[src/hw/rtl/iambic_cw_keyer_top_assert.svh]
// ----------------------------------------------------------------------------
// Iambic CW keyer assertion macros
// Clocked concurrent assertions, compiled out when SYNTH is defined.
// ----------------------------------------------------------------------------
`ifndef IAMBIC_CW_KEYER_TOP_ASSERT_SVH
`define IAMBIC_CW_KEYER_TOP_ASSERT_SVH
`ifndef SYNTH
// Assertion disabled while reset is high
`define ICK_ASSERT(label, clk, rst, prop, msg) \
  label: assert property (@(posedge clk) disable iff (rst) prop) else $error(msg);
// Assertion checked at every edge, reset included
`define ICK_ASSERT_ALWAYS(label, clk, prop, msg) \
  label: assert property (@(posedge clk) prop) else $error(msg);
`else
`define ICK_ASSERT(label, clk, rst, prop, msg)
`define ICK_ASSERT_ALWAYS(label, clk, prop, msg)
`endif
`endif

[src/hw/rtl/ick_pkg.sv]
// ----------------------------------------------------------------------------
// ick_pkg
// Shared types, register codes and the speed table of the iambic CW keyer.
// ----------------------------------------------------------------------------
`default_nettype none

package ick_pkg;

  // One poll of the paddles
  typedef struct packed {
    logic [31:0] time_ms;
    logic        dit_paddle;
    logic        dah_paddle;
  } ick_in_t;

  // One keyer result
  typedef struct packed {
    logic key_out;
    logic transmit_out;
  } ick_out_t;

  // Register indexes
  localparam logic [2:0] REG_KEYER_MODE   = 3'd0;
  localparam logic [2:0] REG_WPM          = 3'd1;
  localparam logic [2:0] REG_SWAP_PADDLES = 3'd2;
  localparam logic [2:0] REG_BREAKIN_MODE = 3'd3;
  localparam logic [2:0] REG_HANG_DELAY   = 3'd4;

  localparam int unsigned ADDR_W = 5;

  // Keyer modes
  localparam logic [1:0] MODE_STRAIGHT = 2'd0;
  localparam logic [1:0] MODE_IAMBIC_A = 2'd1;
  localparam logic [1:0] MODE_IAMBIC_B = 2'd2;

  // Break-in modes
  localparam logic [1:0] BREAKIN_OFF  = 2'd0;
  localparam logic [1:0] BREAKIN_SEMI = 2'd1;
  localparam logic [1:0] BREAKIN_FULL = 2'd2;

  // Speed limits and reset values
  localparam logic [5:0]  WPM_MIN       = 6'd5;
  localparam logic [5:0]  WPM_MAX       = 6'd40;
  localparam logic [5:0]  WPM_RESET     = 6'd20;
  localparam logic [7:0]  DIT_LEN_RESET = 8'd60;
  localparam logic [15:0] HANG_RESET    = 16'd300;

  // Settings seen by the keyer core
  typedef struct packed {
    logic [1:0]  keyer_mode;
    logic        swap_paddles;
    logic [1:0]  breakin_mode;
    logic [15:0] hang_delay_ms;
    logic [7:0]  dit_len;
    logic [9:0]  dah_len;
  } ick_cfg_t;

  // Dit length in ms: 1200 / wpm, truncated, for wpm in 5..40
  function automatic logic [7:0] dit_len_of(input logic [5:0] wpm);
    logic [7:0] len;
    case (wpm)
      6'd5:    len = 8'd240;
      6'd6:    len = 8'd200;
      6'd7:    len = 8'd171;
      6'd8:    len = 8'd150;
      6'd9:    len = 8'd133;
      6'd10:   len = 8'd120;
      6'd11:   len = 8'd109;
      6'd12:   len = 8'd100;
      6'd13:   len = 8'd92;
      6'd14:   len = 8'd85;
      6'd15:   len = 8'd80;
      6'd16:   len = 8'd75;
      6'd17:   len = 8'd70;
      6'd18:   len = 8'd66;
      6'd19:   len = 8'd63;
      6'd20:   len = 8'd60;
      6'd21:   len = 8'd57;
      6'd22:   len = 8'd54;
      6'd23:   len = 8'd52;
      6'd24:   len = 8'd50;
      6'd25:   len = 8'd48;
      6'd26:   len = 8'd46;
      6'd27:   len = 8'd44;
      6'd28:   len = 8'd42;
      6'd29:   len = 8'd41;
      6'd30:   len = 8'd40;
      6'd31:   len = 8'd38;
      6'd32:   len = 8'd37;
      6'd33:   len = 8'd36;
      6'd34:   len = 8'd35;
      6'd35:   len = 8'd34;
      6'd36:   len = 8'd33;
      6'd37:   len = 8'd32;
      6'd38:   len = 8'd31;
      6'd39:   len = 8'd30;
      default: len = 8'd30;
    endcase
    return len;
  endfunction

endpackage

`default_nettype wire

[src/hw/rtl/ick_cfg.sv]
// ----------------------------------------------------------------------------
// ick_cfg
// APB register file: mode, speed, paddle swap, break-in mode and hang delay.
// Speed writes are clamped and turned into dit and dah lengths.
// ----------------------------------------------------------------------------
`default_nettype none

module ick_cfg
  import ick_pkg::*;
(
  input  wire logic              clk,
  input  wire logic              rst,
  input  wire logic              psel,
  input  wire logic              penable,
  input  wire logic              pwrite,
  input  wire logic [ADDR_W-1:0] paddr,
  input  wire logic [31:0]       pwdata,
  output logic      [31:0]       prdata,
  output logic                   pready,
  output ick_cfg_t               cfg
);

  logic [5:0] wpm;
  logic [5:0] wpm_clamped;
  logic [2:0] reg_idx;
  logic       wr_en;

  assign pready  = 1'b1;
  assign reg_idx = paddr[ADDR_W-1:2];
  assign wr_en   = psel && penable && pwrite;

  // clamp speed to the supported range
  always_comb begin
    wpm_clamped = pwdata[5:0];
    if (pwdata[5:0] < WPM_MIN) begin
      wpm_clamped = WPM_MIN;
    end else if (pwdata[5:0] > WPM_MAX) begin
      wpm_clamped = WPM_MAX;
    end
  end

  // register writes
  always_ff @(posedge clk) begin
    if (rst) begin
      cfg.keyer_mode    <= MODE_IAMBIC_A;
      wpm               <= WPM_RESET;
      cfg.swap_paddles  <= 1'b0;
      cfg.breakin_mode  <= BREAKIN_OFF;
      cfg.hang_delay_ms <= HANG_RESET;
      cfg.dit_len       <= DIT_LEN_RESET;
      cfg.dah_len       <= 10'(DIT_LEN_RESET) * 10'd3;
    end else if (wr_en) begin
      case (reg_idx)
        REG_KEYER_MODE:   cfg.keyer_mode    <= pwdata[1:0];
        REG_WPM: begin
          wpm         <= wpm_clamped;
          cfg.dit_len <= dit_len_of(wpm_clamped);
          cfg.dah_len <= 10'(dit_len_of(wpm_clamped)) * 10'd3;
        end
        REG_SWAP_PADDLES: cfg.swap_paddles  <= pwdata[0];
        REG_BREAKIN_MODE: cfg.breakin_mode  <= pwdata[1:0];
        REG_HANG_DELAY:   cfg.hang_delay_ms <= pwdata[15:0];
        default: ;
      endcase
    end
  end

  // read mux
  always_comb begin
    case (reg_idx)
      REG_KEYER_MODE:   prdata = {30'd0, cfg.keyer_mode};
      REG_WPM:          prdata = {26'd0, wpm};
      REG_SWAP_PADDLES: prdata = {31'd0, cfg.swap_paddles};
      REG_BREAKIN_MODE: prdata = {30'd0, cfg.breakin_mode};
      REG_HANG_DELAY:   prdata = {16'd0, cfg.hang_delay_ms};
      default:          prdata = 32'd0;
    endcase
  end

endmodule

`default_nettype wire

[src/hw/rtl/ick_core.sv]
// ----------------------------------------------------------------------------
// ick_core
// Keyer state: straight / iambic element sequencer and break-in control.
// Next outputs are combinational from the staged poll; state updates on en.
// ----------------------------------------------------------------------------
`default_nettype none

module ick_core
  import ick_pkg::*;
(
  input  wire logic     clk,
  input  wire logic     rst,
  input  wire logic     en,
  input  wire ick_in_t  poll,
  input  wire ick_cfg_t cfg,
  output ick_out_t      result
);

  typedef enum logic [1:0] {
    PH_IDLE = 2'd0,
    PH_DIT  = 2'd1,
    PH_DAH  = 2'd2,
    PH_GAP  = 2'd3
  } phase_t;

  phase_t      phase, phase_next;
  logic        key_level, key_level_next;
  logic        transmit_level, transmit_level_next;
  logic        dit_memory, dit_memory_next;
  logic        dah_memory, dah_memory_next;
  logic        last_was_dit, last_was_dit_next;
  logic        hang_armed, hang_armed_next;
  logic [31:0] element_start, element_start_next;
  logic [31:0] last_release, last_release_next;

  logic        dit, dah, mode_b, active;
  logic [31:0] now, elapsed, since_release;
  logic        el_ge_dit, el_ge_dah;

  assign now       = poll.time_ms;
  assign dit       = cfg.swap_paddles ? poll.dah_paddle : poll.dit_paddle;
  assign dah       = cfg.swap_paddles ? poll.dit_paddle : poll.dah_paddle;
  assign mode_b    = (cfg.keyer_mode == MODE_IAMBIC_B);
  assign elapsed   = now - element_start;
  assign el_ge_dit = (elapsed >= {24'd0, cfg.dit_len});
  assign el_ge_dah = (elapsed >= {22'd0, cfg.dah_len});

  // keyer and break-in next state
  always_comb begin
    phase_next          = phase;
    key_level_next      = key_level;
    transmit_level_next = transmit_level;
    dit_memory_next     = dit_memory;
    dah_memory_next     = dah_memory;
    last_was_dit_next   = last_was_dit;
    hang_armed_next     = hang_armed;
    element_start_next  = element_start;
    last_release_next   = last_release;
    active              = 1'b0;

    if (cfg.keyer_mode == MODE_STRAIGHT) begin
      // straight key follows either paddle
      active         = dit || dah;
      key_level_next = dit || dah;
      if (key_level && !(dit || dah)) begin
        last_release_next = now;
      end
    end else begin
      case (phase)
        PH_IDLE: begin
          key_level_next  = 1'b0;
          dit_memory_next = 1'b0;
          dah_memory_next = 1'b0;
          if (dit) begin
            phase_next = PH_DIT; element_start_next = now; key_level_next = 1'b1;
          end else if (dah) begin
            phase_next = PH_DAH; element_start_next = now; key_level_next = 1'b1;
          end
        end
        PH_DIT: begin
          key_level_next = 1'b1;
          if (mode_b && dah) dah_memory_next = 1'b1;
          if (el_ge_dit) begin
            key_level_next     = 1'b0;
            last_was_dit_next  = 1'b1;
            last_release_next  = now;
            phase_next         = PH_GAP;
            element_start_next = now;
          end
        end
        PH_DAH: begin
          key_level_next = 1'b1;
          if (mode_b && dit) dit_memory_next = 1'b1;
          if (el_ge_dah) begin
            key_level_next     = 1'b0;
            last_was_dit_next  = 1'b0;
            last_release_next  = now;
            phase_next         = PH_GAP;
            element_start_next = now;
          end
        end
        PH_GAP: begin
          key_level_next = 1'b0;
          if (el_ge_dit) begin
            // alternate: prefer the opposite element
            if (last_was_dit) begin
              dah_memory_next = 1'b0;
              if (dah || dah_memory) begin
                phase_next = PH_DAH; element_start_next = now; key_level_next = 1'b1;
              end else if (dit) begin
                phase_next = PH_DIT; element_start_next = now; key_level_next = 1'b1;
              end else begin
                phase_next = PH_IDLE;
              end
            end else begin
              dit_memory_next = 1'b0;
              if (dit || dit_memory) begin
                phase_next = PH_DIT; element_start_next = now; key_level_next = 1'b1;
              end else if (dah) begin
                phase_next = PH_DAH; element_start_next = now; key_level_next = 1'b1;
              end else begin
                phase_next = PH_IDLE;
              end
            end
          end
        end
        default: ;
      endcase
      active = (phase_next != PH_IDLE);
    end

    // break-in transmit control
    since_release = now - last_release_next;
    case (cfg.breakin_mode)
      BREAKIN_OFF: transmit_level_next = 1'b0;
      BREAKIN_SEMI: begin
        if (active) begin
          transmit_level_next = 1'b1;
          hang_armed_next     = 1'b1;
          last_release_next   = now;
        end else if (hang_armed && (since_release >= {16'd0, cfg.hang_delay_ms})) begin
          transmit_level_next = 1'b0;
          hang_armed_next     = 1'b0;
        end
      end
      BREAKIN_FULL: begin
        if (active) begin
          transmit_level_next = 1'b1;
          last_release_next   = now;
        end else if (transmit_level && (since_release >= {24'd0, cfg.dit_len})) begin
          transmit_level_next = 1'b0;
        end
      end
      default: ;
    endcase
  end

  assign result.key_out      = key_level_next;
  assign result.transmit_out = transmit_level_next;

  // state registers
  always_ff @(posedge clk) begin
    if (rst) begin
      phase          <= PH_IDLE;
      key_level      <= 1'b0;
      transmit_level <= 1'b0;
      dit_memory     <= 1'b0;
      dah_memory     <= 1'b0;
      last_was_dit   <= 1'b0;
      hang_armed     <= 1'b0;
      element_start  <= 32'd0;
      last_release   <= 32'd0;
    end else if (en) begin
      phase          <= phase_next;
      key_level      <= key_level_next;
      transmit_level <= transmit_level_next;
      dit_memory     <= dit_memory_next;
      dah_memory     <= dah_memory_next;
      last_was_dit   <= last_was_dit_next;
      hang_armed     <= hang_armed_next;
      element_start  <= element_start_next;
      last_release   <= last_release_next;
    end
  end

endmodule

`default_nettype wire

[src/hw/rtl/iambic_cw_keyer_top.sv]
// ----------------------------------------------------------------------------
// iambic_cw_keyer_top
// Iambic / straight CW keyer with break-in transmit control.
// ----------------------------------------------------------------------------
// Usage:
//   Input channel (in_valid, in_stall, in_data) carries one paddle poll per
//   transaction: a millisecond timestamp and the dit and dah levels.
//   Output channel (out_valid, out_stall, out_data) returns exactly one
//   result per poll: key_out and transmit_out after that poll.
//   From input acceptance the poll waits in the input register, then passes
//   through the keyer logic into the result register.
//   Throughput is one poll per cycle while the receiver does not stall; the
//   keyer state loop closes through the core's compare and select logic.
//   When the receiver stalls, the result register holds its transaction and
//   the input register fills; in_stall rises only once both are occupied.
//   Reset (rst, synchronous) empties both registers, returns the keyer to
//   idle with key and transmit low, and loads register defaults (iambic A,
//   20 wpm, no swap, break-in off, 300 ms hang). The user must write registers
//   over the APB port while no poll is in flight; the block does not enforce it.
// ----------------------------------------------------------------------------
`default_nettype none
`include "iambic_cw_keyer_top_assert.svh"

module iambic_cw_keyer_top
  import ick_pkg::*;
(
  input  wire logic              clk,
  input  wire logic              rst,
  input  wire logic              in_valid,
  output logic                   in_stall,
  input  wire ick_in_t           in_data,
  output logic                   out_valid,
  input  wire logic              out_stall,
  output ick_out_t               out_data,
  input  wire logic              psel,
  input  wire logic              penable,
  input  wire logic              pwrite,
  input  wire logic [ADDR_W-1:0] paddr,
  input  wire logic [31:0]       pwdata,
  output logic      [31:0]       prdata,
  output logic                   pready
);

  ick_cfg_t cfg;
  ick_in_t  s1_data;
  ick_out_t core_result;
  logic     s1_valid;
  logic     advance;
  logic     in_take;

  // stage handshake
  assign advance  = s1_valid && (!out_valid || !out_stall);
  assign in_stall = s1_valid && !advance;
  assign in_take  = in_valid && !in_stall;

  ick_cfg u_cfg (
    .clk     (clk),
    .rst     (rst),
    .psel    (psel),
    .penable (penable),
    .pwrite  (pwrite),
    .paddr   (paddr),
    .pwdata  (pwdata),
    .prdata  (prdata),
    .pready  (pready),
    .cfg     (cfg)
  );

  ick_core u_core (
    .clk    (clk),
    .rst    (rst),
    .en     (advance),
    .poll   (s1_data),
    .cfg    (cfg),
    .result (core_result)
  );

  // input register
  always_ff @(posedge clk) begin
    if (rst) begin
      s1_valid <= 1'b0;
    end else if (in_take) begin
      s1_valid <= 1'b1;
    end else if (advance) begin
      s1_valid <= 1'b0;
    end
  end

  always_ff @(posedge clk) begin
    if (in_take) begin
      s1_data <= in_data;
    end
  end

  // result register
  always_ff @(posedge clk) begin
    if (rst) begin
      out_valid <= 1'b0;
    end else if (advance) begin
      out_valid <= 1'b1;
    end else if (out_valid && !out_stall) begin
      out_valid <= 1'b0;
    end
  end

  always_ff @(posedge clk) begin
    if (advance) begin
      out_data <= core_result;
    end
  end

  // checks
  `ICK_ASSERT(a_stall_only_full, clk, rst, in_stall |-> s1_valid, "stall with empty input register")
  `ICK_ASSERT(a_held_poll_kept, clk, rst, (s1_valid && !advance) |=> s1_valid, "held poll dropped")
  `ICK_ASSERT(a_result_from_poll, clk, rst, $rose(out_valid) |-> $past(s1_valid), "result without poll")
  `ICK_ASSERT(a_dah_three_dits, clk, rst, cfg.dah_len == 10'(cfg.dit_len) * 10'd3, "dah length mismatch")

endmodule

`default_nettype wire
[config.mk]
export PLATFORM = sky130hd
export DESIGN_NAME = iambic_cw_keyer_top
export DESIGN_NICKNAME = d
export VERILOG_FILES = /design/src/hw/rtl/ick_pkg.sv /design/src/hw/rtl/ick_cfg.sv /design/src/hw/rtl/ick_core.sv /design/src/hw/rtl/iambic_cw_keyer_top.sv
export VERILOG_INCLUDE_DIRS = /design/src /design/src/hw/rtl
export SDC_FILE = /design/constraint.sdc
export NUM_CORES = 1
export LEC_CHECK = 0
export BUFFER_PORTS_ARGS = -buffer_cell sky130_fd_sc_hd__buf_2
export CAP_MARGIN = 15
export CORE_MARGIN = 4
export CORE_UTILIZATION = 35
export CTS_BUF_LIST = sky130_fd_sc_hd__clkbuf_8
export DETAILED_ROUTE_END_ITERATION = 7
export PLACE_DENSITY = 0.52
export SYNTH_ARGS = -nofsm -noshare
export SYNTH_HDL_FRONTEND = slang
export SYNTH_SLANG_ARGS = --single-unit
[constraint.sdc]
create_clock -name clk -period 10.2 [get_ports clk]
set_clock_uncertainty 0.15 [all_clocks]
set_input_delay 0 -clock clk [delete_from_list [all_inputs] [get_ports clk]]
set_output_delay 0 -clock clk [all_outputs]
set_load 0.02 [all_outputs]
# Yosys cells after proc, flatten, opt, wreduce, memory -nomap -nowiden
# Memories as Yosys holds them, arrays and structs flattened. A register that Yosys moved wholly into a read port is not among the register bits.
# Index checks and enable logic that the tools add are counted.
# word_totals
regBits,147
rom_bits,1024
out_inout_bits,37
elab_cells,166
n_memories,2
# op_classes
n_addsub,2
n_mul,1
magnitude_cmp,6
eq_ne,18
muxes,71
n_bitwise,1
n_reduce_logical,43
# mem_list
name,words,word_bits,rd,rd_ports_with_merged_regs,write_ports,line_no,source
(name not given),64,8,1,1,0,ick_pkg.sv:61,case (wpm)
(name not given),64,8,1,0,0,ick_pkg.sv:61,
# ops
op,n
two-way mux 32 bit,15
case mux 32 bit (4 select lines),1
case mux 16 bit (5 select lines),1
>= comparator 32 x 8 -> 1 bit,2
case mux 32 bit (2 select lines),1
subtractor 32 bit,2
>= comparator 32 x 10 -> 1 bit,1
>= comparator 32 x 16 -> 1 bit,1
two-way mux 1 bit,32
two-way mux 8 bit,3
two-way mux 2 bit,10
AND reduction 6 bit,3
two-way mux 6 bit,2
"inequality test 2 x 1 -> 1 bit, second input constant",6
AND reduction 2 bit,6
logical AND 1 bit,11
"multiplier 8 x 2 -> 10 bit, second input constant",1
nonzero test 2 bit,5
case mux 1 bit (3 select lines),3
"== test 2 bit, second input constant",4
case mux 2 bit (4 select lines),1
"== test 3 x 2 -> 1 bit, second input constant",2
"> comparator 6 bit, second input constant",1
logical NOT 2 bit,3
16 further kinds,25

# Logic depth before layout (Yosys ltp)
# depth
depth_word,12
mapped_depth,35

# Hierarchy
# A second synthesis with hierarchy kept.
# unflattened
cells_unflattened,1507
hier_area_um2,12393.1
# by_module_without_submodules
module,instances,cells_per_inst,area_per_inst_um2
ick_core,1,1076,8242.9
ick_cfg,1,385,2982.9
iambic_cw_keyer_top,1,46,1167.4

# Least setup slack after synthesis
# Ideal clock, no wire load.
# synth_timing
kind,reg2reg
startpoint,register s1_data[19] (netlist bit)
endpoint,register u_core.transmit_level
arrival_time_ps,7094
setup_slack_ps,2875
path_stages_with_launch,30
path_buffers,1
synth_period_minus_slack_ps,7325
path_cell_list,edfxtp_1 ha_1 a21oi_1 o21ai_0 nor4_2 a21oi_1 and2_1 or2_2 or4_1 nor3_1 nand4_1 a2111oi_2 o21a_1 buf_1 a22oi_1 ha_1 or4_1 o21ai_0 o21bai_1 a21oi_1 xnor2_1 ha_1 a21oi_1 nor2b_1 o311ai_0 a21oi_1 a211o_1 nand4bb_1 a2111o_1 a41oi_1
# synth_via
elab_chain_cells,11
word_cells_on_any_way,25
# synth_rtl
element,line_no,source
start: declaration,iambic_cw_keyer_top.sv:45,ick_in_t s1_data;
start signal: assignment,iambic_cw_keyer_top.sv:91,s1_data <= in_data;
subtractor 32 bit,ick_core.sv:44,assign elapsed = now - element_start;
>= comparator 32 x 10 -> 1 bit / >= comparator 32 x 8 -> 1 bit (equally long branches),"ick_core.sv:46, ick_core.sv:45",
"two-way mux 32 bit, on equally long branches","ick_core.sv:94, ick_core.sv:83",
case mux 32 bit (2 select lines),ick_core.sv:69,case (phase)
two-way mux 32 bit,ick_core.sv:61,if (cfg.keyer_mode == MODE_STRAIGHT) begin
subtractor 32 bit,ick_core.sv:133,since_release = now - last_release_next;
>= comparator 32 x 8 -> 1 bit / >= comparator 32 x 16 -> 1 bit (equally long branches),"ick_core.sv:150, ick_core.sv:141",
"logical AND 1 bit, on equally long branches","ick_core.sv:150, ick_core.sv:141",
"two-way mux 1 bit, on equally long branches","ick_core.sv:150, ick_core.sv:141",
"two-way mux 1 bit, on equally long branches","ick_core.sv:147, ick_core.sv:137",
case mux 1 bit (3 select lines) (*),ick_core.sv:134,case (cfg.breakin_mode)
end signal: assignment,ick_core.sv:176,transmit_level <= transmit_level_next;
end: declaration,ick_core.sv:28,"logic transmit_level, transmit_level_next;"
# Every way passes the cells marked *; elsewhere a longest branch is shown, timed or not. The select of a mux whose other input is x is not followed.
# A chain may end at the register's enable or synchronous reset.

# Worst setup path after layout
# layout_timing
startpoint,register s1_data[19] (netlist bit)
endpoint,"register out_data[0] (netlist bit), data pin"
# layout_via
elab_chain_cells,11
word_cells_on_any_way,25
# layout_rtl
element,line_no,source
subtractor 32 bit,ick_core.sv:44,
>= comparator 32 x 10 -> 1 bit / >= comparator 32 x 8 -> 1 bit (equally long branches),"ick_core.sv:46, ick_core.sv:45",
"two-way mux 32 bit, on equally long branches","ick_core.sv:94, ick_core.sv:83",
case mux 32 bit (2 select lines),ick_core.sv:69,
two-way mux 32 bit,ick_core.sv:61,
subtractor 32 bit,ick_core.sv:133,
>= comparator 32 x 8 -> 1 bit / >= comparator 32 x 16 -> 1 bit (equally long branches),"ick_core.sv:150, ick_core.sv:141",
"logical AND 1 bit, on equally long branches","ick_core.sv:150, ick_core.sv:141",
"two-way mux 1 bit, on equally long branches","ick_core.sv:150, ick_core.sv:141",
"two-way mux 1 bit, on equally long branches","ick_core.sv:147, ick_core.sv:137",
case mux 1 bit (3 select lines) (*),ick_core.sv:134,
named net u_core.transmit_level_next,ick_core.sv:28,
end signal: assignment,iambic_cw_keyer_top.sv:108,out_data <= core_result;
end: declaration,iambic_cw_keyer_top.sv:34,"output ick_out_t out_data,"
# The timed path passes the listed nets; every way through them passes the cells marked *. The select of a mux whose other input is x is not followed.

==> run_results.csv <==
group,metric,value,unit
run_status,status,"complete, no violations",
routing,dr.first_iter.drc_count,846,
synthesis,synthArstFlopShare,0,%
cts,cts_tree,"done",
worst_setup_path,crit_buf_inv,0,
timing,min_period,9.12,ns
synthesis,ys_seq_elements,154,
job,maxCapViolCount,0,
routing,drt-total-wl,37000,um
timing,hold_ws,0.0517,ns
synthesis,postSynthAreaPerCell,8.08,um2
synthesis,synth_top_area_cell,"dfxtp_1",
synthesis,synth_area,0.0124,mm2
worst_setup_path,path_delay_family,"compound AO/OA/AOI/OAI gates",
timing,fin_ws,1.08,ns
synthesis,yosys.cell_types.count,96,
timing,final.setup.tns,0,ns
synthesis,synth-edff-count,36,
cts,clock_latency,0.50,ns
worst_setup_path,crit_path_max_fanout,20,
worst_setup_path,required,10.39,ns
timing,tightest_slew,1.06,ns
pwr,cellLeakagePower,5.53,nW
timing,finalSetupViolCount,0,
timing,timing.fmax,0.110,GHz
global_route,grt_pass1_wl,59900,um
worst_setup_path,path_class,"flip-flop to flip-flop",
worst_setup_path,end_kind,"flip-flop",
die,core,0.0347,mm2
cts,cts_root_buffer,"clkbuf_8",
routing,viasPerCell,5.58,
cts,clkSinkCount,154,
timing,post-route-period-util,89.4,%
routing,drtPass1Iterations,5,
synthesis,synthCells,1534,
pwr,p_per_area,123,mW/mm2
place,port_buffers,79,
place,gp_congestion,0.917,
routing,drtAntennaViolNets,0,
routing,wl_per_cell,17.7,um
global_route,grt_pass1_vias,11000,
routing,drcViolationCount,0,
layout,area_growth,13.7,%
worst_setup_path,crit_top_cell,"a21oi_1",
timing,slew_violations,0,
global_route,grt_antenna_before_repair,0,
layout,drive_gt1_share,9.59,%
synthesis,synth.yosys.seq_area_share,27.8,%
die,io_pins,115,
cts,ctsResizeCount,0,
layout,nFillCells,3597,
synthesis,synthTopCellsByArea,"dfxtp_1 (19%), ha_1 (13%), edfxtp_1 (8.7%), a21oi_1 (5.4%), a22oi_1 (4.3%)",
cts,htreeDepth,4,
cts,cts_buffers,17,
layout,seqCellArea,0.00344,mm2
layout,multiInputGateArea,0.00816,mm2
synthesis,synth_warnings,0,
routing,vias,11700,
worst_hold_path,hp-class,"input port to flip-flop",
worst_setup_path,start_kind,"flip-flop",
global_route,grt_overflow_total,0,
cts,clock_path_buffers,2,
place,dpl.hpwl,27300,um
die,dieHeight,196,um
worst_setup_path,crit_arrival,9.31,ns
global_route,grt_usage,19.0,%
global_route,grt_max_degree,71,
place,dp_slack,1.30,ns
timing,slew_headroom,29.4,%
die,start_util,35.7,%
synthesis,yosysTopAreaCellShare,19.1,%
layout,diodes,0,
worst_setup_path,slowest_delay,0.77,ns
cts,clk_pin_slew,0.10,ns
timing,hold_violations,0,
die,die_area,0.0385,mm2
synthesis,synth_flop_cell,"dfxtp_1",
timing,rsz0062_at_grt,"no",
layout,fin_nets,1834,
pwr,ir_drop,0.0811,mV
worst_setup_path,critPathSlowestCell,"o21a_1",
die,fp-row-count,68,
die,die_w,196,um
[repair_timing]
item / CTS / global route
hold endpoints to repair: 65 / 0
setup endpoints to repair: 0 / 0
hold buffers: 63 / 0
buffers inserted: 0 / 0
[per-stage QoR]
stage	utilization, %	area (um2)	total power (W)	instances
floorplan	-	12400	0.00110	1549
global placement	37.6	13100	0.00123	1997
detailed placement	37.6	13100	0.00124	1998
CTS	40.6	14100	0.00175	2092
global route	40.6	14100	0.00185	2092
finish	40.6	14100	0.00174	2092
[worst reg2reg max path: stages, from the launching register on]
cell	delay, ns
edfxtp_1	0.52
ha_1	0.44
a21oi_1	0.30
o21ai_0	0.29
nor4_2	0.57
a21oi_1	0.16
and2_1	0.19
or2_2	0.26
or4_1	0.46
nor3_1	0.14
nand4_1	0.15
a2111oi_2	0.45
o21a_1	0.77
a22oi_1	0.23
ha_1	0.39
a21oi_1	0.24
nand2_1	0.11
o21ai_0	0.36
nand2_1	0.17
a31oi_1	0.31
xnor2_1	0.18
or4b_2	0.68
a2111oi_0	0.61
nand3_1	0.23
or3b_2	0.53
nand3_1	0.10
[synthesized netlist by cell type (all sizes together) (12+ instances only)]
master and number:
nand4 18, xnor2 33, a211oi 18, a31oi 20, o21a 16, nor3 30, buf 35, ha 128
nand2 129, nand3 30, a32o 31, nor4 12, mux2i 17, a21oi 136, inv 110, edfxtp 36
o211ai 29, a22oi 71, and3 14, a21o 31, nand2b 14, dfxtp 118, nor2 139, o21ai 70
and2 21, nor2b 20, clkbuf 61
[state kept, by name, indices dropped and copies added (netlist names), 2 cells and up]
name	count
out_data	2
s1_data	34
u_cfg.cfg	38
u_cfg.wpm	6
u_core.element_start	32
u_core.last_release	32
u_core.phase	2
[cell type report]
| class | count | share of cell area (%) |
|---|---|---|
| clock inverters | 14 | 1.13 |
| repair buffers | 153 | 7.85 |
| flip-flops and latches | 154 | 24.4 |
| clock buffers | 17 | 1.66 |
| inverters | 111 | 2.96 |
| multi-input cells | 1188 | 57.9 |
| well taps | 455 | 4.04 |
[power breakdown]
part | switching [W] | leakage, nW | internal (W) | total [W]
combinational | 0.000346 | 4.02 | 0.000231 | 0.000577
sequential | 0.0000244 | 1.31 | 0.000645 | 0.000670
clock | 0.000253 | 0.204 | 0.000238 | 0.000491
[metal layers]
metal	wire (um)	global-route usage, %
met3	1530	2.46
met4	403	4.37
met2	16300	29.5
met5	0	0
met1	18700	28.1
[worst paths after layout]
check                from  slack [ns]                        to  depth (start not counted)
max           s1_data[19]        1.08               out_data[0]                         25
max reg2reg   s1_data[19]        1.08               out_data[0]                         25
min                   rst        0.05  u_core.element_start[28]                          3
min reg2reg  u_cfg.cfg[1]        0.31              u_cfg.cfg[1]                          2
[placed cells by master, fill, tap and decap left out, drive strengths merged, types with 63 or more instances in the layout]
cell type    instances
a21oi              136
buf                 90
nand2              129
dlygate4sd3         63
nor2               139
o21ai               70
inv                112
ha                 128
a22oi               71
dfxtp              118
[cells by family (layout without fill, tap and decap cells)]
group / count (synthesis) / count (layout) / synth area share [%]
muxes: 20 / 20 / 1.65
adders and majority gates: 131 / 131 / 13.4
and+or+nand+nor: 463 / 463 / 18.0
xor gates and xnor gates: 44 / 44 / 3.11
AOI/OAI and AO/OA: 513 / 513 / 28.9
other: 2 / 17 / 0.0606
DFF: 154 / 154 / 27.8
buffers and inverters: 207 / 295 / 7.10
No activity file was read; power rests on OpenSTA's default activity.
